File: src/hw/rtl/lzhc_pkg.sv
// Shared types, constants and deflate code tables for the LZ77 hash chain tokenizer.
// No dependencies; imported by lzhc_token_enc and the core.
package lzhc_pkg;

    localparam int HEAD_ENTRIES = 256;
    localparam int HEAD_AW      = 8;
    localparam int LEN_CODES    = 29;
    localparam int DIST_CODES   = 30;
    localparam int DIST_W       = 16;

    localparam logic [8:0] LEN_SYM_BASE  = 9'd257;
    localparam logic [8:0] LEN_SYM_SPLIT = 9'd280;
    localparam logic [7:0] LIT_SPLIT     = 8'd144;

    // Configuration register indexes
    localparam logic CFG_CHAIN_LIMIT = 1'b0;
    localparam logic CFG_NICE_LENGTH = 1'b1;

    typedef struct packed {
        logic [7:0]  literal_byte;
        logic [8:0]  len_code;
        logic [4:0]  length_extra;
        logic [4:0]  dist_code;
        logic [12:0] distance_extra;
        logic [4:0]  token_bits;
    } tok_fields_t;

    function automatic logic [8:0] len_base(input logic [4:0] idx);
        logic [8:0] b;
        case (idx)
            5'd0:  b = 9'd3;
            5'd1:  b = 9'd4;
            5'd2:  b = 9'd5;
            5'd3:  b = 9'd6;
            5'd4:  b = 9'd7;
            5'd5:  b = 9'd8;
            5'd6:  b = 9'd9;
            5'd7:  b = 9'd10;
            5'd8:  b = 9'd11;
            5'd9:  b = 9'd13;
            5'd10: b = 9'd15;
            5'd11: b = 9'd17;
            5'd12: b = 9'd19;
            5'd13: b = 9'd23;
            5'd14: b = 9'd27;
            5'd15: b = 9'd31;
            5'd16: b = 9'd35;
            5'd17: b = 9'd43;
            5'd18: b = 9'd51;
            5'd19: b = 9'd59;
            5'd20: b = 9'd67;
            5'd21: b = 9'd83;
            5'd22: b = 9'd99;
            5'd23: b = 9'd115;
            5'd24: b = 9'd131;
            5'd25: b = 9'd163;
            5'd26: b = 9'd195;
            5'd27: b = 9'd227;
            5'd28: b = 9'd258;
            default: b = 9'd511;
        endcase
        return b;
    endfunction

    function automatic logic [4:0] len_xbits(input logic [4:0] idx);
        logic [4:0] x;
        if (idx < 5'd8 || idx == 5'd28)
        begin
            x = 5'd0;
        end
        else
        begin
            x = 5'((idx - 5'd4) >> 2);
        end
        return x;
    endfunction

    function automatic logic [14:0] dist_base(input logic [4:0] idx);
        logic [14:0] b;
        case (idx)
            5'd0:  b = 15'd1;
            5'd1:  b = 15'd2;
            5'd2:  b = 15'd3;
            5'd3:  b = 15'd4;
            5'd4:  b = 15'd5;
            5'd5:  b = 15'd7;
            5'd6:  b = 15'd9;
            5'd7:  b = 15'd13;
            5'd8:  b = 15'd17;
            5'd9:  b = 15'd25;
            5'd10: b = 15'd33;
            5'd11: b = 15'd49;
            5'd12: b = 15'd65;
            5'd13: b = 15'd97;
            5'd14: b = 15'd129;
            5'd15: b = 15'd193;
            5'd16: b = 15'd257;
            5'd17: b = 15'd385;
            5'd18: b = 15'd513;
            5'd19: b = 15'd769;
            5'd20: b = 15'd1025;
            5'd21: b = 15'd1537;
            5'd22: b = 15'd2049;
            5'd23: b = 15'd3073;
            5'd24: b = 15'd4097;
            5'd25: b = 15'd6145;
            5'd26: b = 15'd8193;
            5'd27: b = 15'd12289;
            5'd28: b = 15'd16385;
            5'd29: b = 15'd24577;
            default: b = 15'h7FFF;
        endcase
        return b;
    endfunction

    function automatic logic [4:0] dist_xbits(input logic [4:0] idx);
        logic [4:0] x;
        if (idx < 5'd4)
        begin
            x = 5'd0;
        end
        else
        begin
            x = 5'((idx - 5'd2) >> 1);
        end
        return x;
    endfunction

endpackage

File: src/hw/rtl/lzhc_token_enc.sv
// Token encoder: maps a literal or a length/distance pair to deflate symbols,
// extra bits and fixed-Huffman cost. Depends on lzhc_pkg.
module lzhc_token_enc (
    input  logic                        is_match,
    input  logic [7:0]                  literal,
    input  logic [8:0]                  match_len,
    input  logic [lzhc_pkg::DIST_W-1:0] match_dist,
    output lzhc_pkg::tok_fields_t       tok
);
    import lzhc_pkg::*;

    logic [4:0] li;
    logic [4:0] di;
    logic [4:0] lx;
    logic [4:0] dx;
    logic [8:0] sym;

    always_comb
    begin
        li = 5'd0;
        di = 5'd0;
        for (int i = 1; i < LEN_CODES; i++)
        begin
            if (match_len >= len_base(5'(i)))
            begin
                li = 5'(i);
            end
        end
        for (int j = 1; j < DIST_CODES; j++)
        begin
            if (match_dist >= DIST_W'(dist_base(5'(j))))
            begin
                di = 5'(j);
            end
        end
        lx  = len_xbits(li);
        dx  = dist_xbits(di);
        sym = LEN_SYM_BASE + 9'(li);

        tok = '0;
        if (is_match)
        begin
            tok.len_code        = sym;
            tok.length_extra    = 5'(match_len - len_base(li));
            tok.dist_code       = di;
            tok.distance_extra  = 13'(match_dist - DIST_W'(dist_base(di)));
            tok.token_bits      = ((sym < LEN_SYM_SPLIT) ? 5'd7 : 5'd8) + 5'd5 + lx + dx;
        end
        else
        begin
            tok.literal_byte = literal;
            tok.token_bits   = (literal < LIT_SPLIT) ? 5'd8 : 5'd9;
        end
    end

endmodule

File: config.mk
export PLATFORM = sky130hd
export DESIGN_NAME = lzhc_token_enc
export DESIGN_NICKNAME = d
export VERILOG_FILES = /design/src/hw/rtl/lzhc_pkg.sv /design/src/hw/rtl/lzhc_token_enc.sv
export SDC_FILE = /design/constraint.sdc
export NUM_CORES = 1
export LEC_CHECK = 0
export ABC_AREA = 1
export BUFFER_PORTS_ARGS = -buffer_cell sky130_fd_sc_hd__buf_2
export CAP_MARGIN = 10
export CELL_PAD_IN_SITES_DETAIL_PLACEMENT = 0
export CELL_PAD_IN_SITES_GLOBAL_PLACEMENT = 2
export CORE_UTILIZATION = 24
export DETAILED_ROUTE_END_ITERATION = 12
export PLACE_DENSITY = 0.86
export SYNTH_ARGS = -nofsm -noshare
export SYNTH_HDL_FRONTEND = slang
export SYNTH_SLANG_ARGS = --single-unit
File: constraint.sdc
create_clock -name vclk -period 9.4
set_clock_uncertainty 0.1 [all_clocks]
set_input_delay 2.35 -clock vclk [all_inputs]
set_output_delay 2.35 -clock vclk [all_outputs]
set_load 0.02 [all_outputs]
# ---- Yosys cells after proc, flatten, opt, wreduce, memory -nomap -nowiden
# Memory sizes are Yosys's and may differ from the RTL's.
# Index checks and enable logic that the tools add are counted.
dict set report totals {
  n_memories 2
  mem_bits_ro 768
  output_inout_bits 45
  word_cells 139
  regBits 0
}
# memory words width read_ports rd_ports_with_merged_regs wr line
set memory_table {}
lappend memory_table {{(name not given)} 32 15 1 0 0 lzhc_pkg.sv:80} ;# case (idx)
lappend memory_table {{(name not given)} 32 9 1 0 0 lzhc_pkg.sv:30} ;# case (idx)
dict set report op_classes {
  n_reduce_logical 1
  order_cmp 61
  n_eq_ne 1
  add_sub_neg 8
  mux 66
}
# operator n
set ops {}
lappend ops {{5-bit 2-to-1 mux} 55}
lappend ops {{9-bit by 4-bit greater-or-equal comparator with 1-bit output, second input constant} 6}
lappend ops {{16-bit by 3-bit greater-or-equal comparator with 1-bit output, second input constant} 3}
lappend ops {{9-bit by 5-bit greater-or-equal comparator with 1-bit output, second input constant} 5}
lappend ops {{9-bit by 3-bit greater-or-equal comparator with 1-bit output, second input constant} 4}
lappend ops {{9-bit by 6-bit greater-or-equal comparator with 1-bit output, second input constant} 4}
lappend ops {{9-bit by 7-bit greater-or-equal comparator with 1-bit output, second input constant} 4}
lappend ops {{9-bit by 8-bit greater-or-equal comparator with 1-bit output, second input constant} 4}
lappend ops {{16-bit by 10-bit greater-or-equal comparator with 1-bit output, second input constant} 2}
lappend ops {{16-bit by 11-bit greater-or-equal comparator with 1-bit output, second input constant} 2}
lappend ops {{16-bit by 12-bit greater-or-equal comparator with 1-bit output, second input constant} 2}
lappend ops {{16-bit by 13-bit greater-or-equal comparator with 1-bit output, second input constant} 2}
lappend ops {{16-bit by 14-bit greater-or-equal comparator with 1-bit output, second input constant} 2}
lappend ops {{16-bit by 15-bit greater-or-equal comparator with 1-bit output, second input constant} 2}
lappend ops {{16-bit by 2-bit greater-or-equal comparator with 1-bit output, second input constant} 2}
lappend ops {{16-bit by 4-bit greater-or-equal comparator with 1-bit output, second input constant} 2}
lappend ops {{16-bit by 5-bit greater-or-equal comparator with 1-bit output, second input constant} 2}
lappend ops {{16-bit by 6-bit greater-or-equal comparator with 1-bit output, second input constant} 2}
lappend ops {{16-bit by 7-bit greater-or-equal comparator with 1-bit output, second input constant} 2}
lappend ops {{16-bit by 8-bit greater-or-equal comparator with 1-bit output, second input constant} 2}
lappend ops {{16-bit by 9-bit greater-or-equal comparator with 1-bit output, second input constant} 2}
lappend ops {{32-bit 2-to-1 mux} 1}
lappend ops {{13-bit 2-to-1 mux} 1}
lappend ops {{13-bit subtractor} 1}
lappend ops {{other kinds (18)} 23}

# ---- Longest topological paths before layout
dict set report logic_depth {
  depth_word 36
  mapped_depth 56
  depth_no_buf 56
}

# ---- Least setup slack after synthesis
# No wires, ideal clock.
dict set report synth_path {
  path_type {input to output}
  start {input match_dist[14] in the netlist's numbering}
  end {output tok[17] in the netlist's numbering}
  n_path_buf 0
  arrival_time_ps 7208
  required_ps 6950
  stages 56
  path_slack_ps -258
  cell_sequence {or2_1 inv_2 nand2_2 nor2_2 inv_1 nor2_1 nand2_1 o21ai_1 nand2_1 nand2_1 nand2_1 nand2_1 nand2_1 nand2_1 nand2_1 nand2_1 nand2_1 nand2_1 (+20 left out) nor2_1 nor2_1 inv_1 a21oi_1 nor2_1 nor2_1 nor2_1 nor2_1 nor2_1 o21ai_0 nand2_1 nand2_1 inv_1 o21ai_0 nand2_1 xor2_1 o21ai_1 a21oi_1}
}
# element line
set synth_lines {}
lappend synth_lines {{start: declaration} lzhc_token_enc.sv:7} ;# input logic [lzhc_pkg::DIST_W-1:0] match_dist,
lappend synth_lines {{end: declaration} lzhc_token_enc.sv:8} ;# output lzhc_pkg::tok_fields_t tok

==> impl_metrics.json <==
{
  "synth-seq-area-share_pct": 0,
  "syn_avg_cell_area_sq_um": 5.189,
  "status": "finished with violations",
  "grt_max_degree": 27,
  "power.net_switching_mw": 0.1747,
  "ys_top_cells_by_area": "nand2_1 (19%), ha_1 (15%), inv_1 (13%)",
  "swShare_pct": 52.81,
  "postLayoutCellArea_sq_um": 4818,
  "synth_area_sq_um": 2818,
  "clockBufferCount": 0,
  "antenna_found_initial": 0,
  "ys_warn_count": 0,
  "area_growth_pct": 71.00,
  "rsz0062_at_grt": "yes",
  "internal_power_mw": 0.1561,
  "hold_path.class": "in -> out",
  "initial_utilization_pct": 24.68,
  "fmax_mhz": 101.7,
  "worst_path_most_repeated_cell": "nand2_1",
  "vias": 3966,
  "powerDensity_nw_per_um2": 68.64,
  "slowest_stage": "ha_4",
  "dieWidth_um": 110.4,
  "grt_pass1_wl_um": 15950,
  "drtAntennaViolNets": 0,
  "drive_gt1_share_pct": 41.12,
  "nFillCells": 1237,
  "cpPeakStageDelay_ns": 0.26,
  "n_sequential_cell": 0,
  "synth_cell_types": 41,
  "pwr-share-comb_pct": 100.0,
  "cap_viol_max_count": 0,
  "crit_arrival_ns": 7.38,
  "core_area_sq_um": 11420,
  "slew_headroom_pct": 55.20,
  "antenna_cells": 0,
  "cp_max_fo": 2,
  "crit_path_start_kind": "primary input",
  "yosysTopAreaCellShare_pct": 18.52,
  "setup_ws_ns": -0.4298,
  "place_congestion": 0.8689,
  "drt_wl_total_um": 9842,
  "period_share_pct": 104.6,
  "drcViolationCount": 0,
  "cp.buffers_inverters": 9,
  "yosysTopAreaCell": "nand2_1",
  "power_frac_clock_pct": 0,
  "hold_violations": 0,
  "seqCellArea_sq_um": 0,
  "fin_tns_setup_ns": -1.347,
  "ir_drop_mv": 0.06130,
  "violations": "negative setup slack",
  "finalMaxSlewViolations": 0,
  "drtIter0Drc": 154,
  "grt_pass1_vias": 3714,
  "hold_buffers": 0,
  "critPathLaunch": "match_dist[14]",
  "syn_inst": 543,
  "p_seq_share_pct": 0,
  "place_area_sq_um": 4163,
  "numPortBuffers": 76,
  "period_needed_ns": 9.830,
  "grt.overflow.total": 0,
  "drtPass1Iterations": 4,
  "endpoint_kind": "output pin",
  "rows": 39,
  "tightest_slew_ns": 0.6679,
  "viasPerCell": 4.446,
  "ios": 79,
  "cp_data_required_time_ns": 6.95,
  "holdWs_ns": 4.914,
  "place.detailed.hpwl_um": 7924,
  "die_area_sq_um": 12180,
  "multi_input_area_sq_um": 2714,
  "fp.dieH_um": 110.4,
  "nNetsFinal": 824,
  "hp-start": "literal[0]",
  "power_leakage_nw": 2.555,
  "wire_per_inst_um": 11.03,
  "crit_family": "simple AND/OR/NAND/NOR gates",
  "setup_violations": 5,
  "crit_type": "in -> out",
  "grt.total_usage_pct": 15.94,
  "place_ws_ns": -0.6006
}
-- power by group through the flow --
stage | logic (mW) | registers (mW) | clock network, mW
2_1_floorplan | 0.160 | 0 | 0
3_3_place_gp | 0.258 | 0 | 0
3_5_place_dp | 0.262 | 0 | 0
4_1_cts | 0.292 | 0 | 0
5_1_grt | 0.369 | 0 | 0
6_report | 0.331 | 0 | 0
-- final timing paths --
path	end	slack (ns)	depth (start not counted)
worst max-delay path	tok[16]	-0.43	57
worst min-delay path	tok[37]	4.91	4
-- cells in the mapped netlist (all sizes together), types with 3 or more instances --
master	n
fa	6
o211ai	3
ha	33
a211oi	3
xor2	5
nor2	91
nand2	149
clkbuf	4
or2	6
buf	6
nor3	9
nor4	3
a21oi	32
xnor2	3
inv	105
a31oi	10
o21ai	45
nand3	14
-- cells in the final DEF, fill, tap and decap left out, types with 2 or more instances in the layout --
cell and count:
nand2_4 6, a21oi_2 7, conb_1 3, a31oi_1 10
ha_4 8, o21ai_0 31, ha_1 24, nor2_4 10
nand2_2 12, nor3_1 6, nor3_2 3, nor4_1 3
nand4_1 2, nor2_1 71, or2_4 3, buf_2 60
o31ai_1 2, o21ai_1 8, inv_4 3, inv_1 89
o21bai_1 2, buf_6 15, xnor2_1 2, fa_1 3
nand2_1 131, o211ai_1 3, buf_4 137, inv_2 13
or2_2 2, a21oi_1 25, o21ai_2 5, fa_2 3
nand3_1 13, xor2_1 4, nor2_2 10
-- repair_timing --
action,CTS,global route
pin swaps,16,50
buffers inserted,27,8
resized for setup,41,72
hold endpoints to repair,0,0
setup endpoints to repair,9,12
-- cell type report --
type / instances / area share [%]
Multi-Input combinational cell: 429 / 56.32
Timing Repair Buffer: 214 / 31.55
Inverter: 106 / 8.413
Tap cell: 143 / 3.713
-- kinds of logic (layout without fill, tap and decap cells) --
group           after synthesis  count (layout)  share of synthesized area, %
compound gates              105             105                         21.31
xor+xnor                      8               8                         2.487
fa+ha+maj                    39              39                         18.92
buf+inv                     116             320                         16.25
other cells                   1               3                        0.1331
simple gates                274             274                         40.90
-- layer usage --
metal	vias up	GRT usage, %	share of wire [%]
met4	0	2.726	1.8
met1	1756	21.14	47
met5	-	0	0
met2	72	29.02	48
li1	2128	-	-
met3	10	0.2939	3.1
-- per-stage QoR --
| stage | power, mW | cells | util [%] |
|---|---|---|---|
| final | 0.3307 | 892 | 42.20 |
| after global routing | 0.3694 | 892 | 42.20 |
| after CTS | 0.2915 | 888 | 39.74 |
| after detailed placement | 0.2621 | 861 | 36.46 |
| after global placement | 0.2577 | 861 | 36.46 |
| after floorplan | 0.1603 | 545 | - |
-- worst min-delay path: stages --
cell	delay, ns
buf_2	0.09
inv_1	0.04
nor2_1	0.03
buf_2	0.15
No activity file was read; power rests on OpenSTA's default activity.
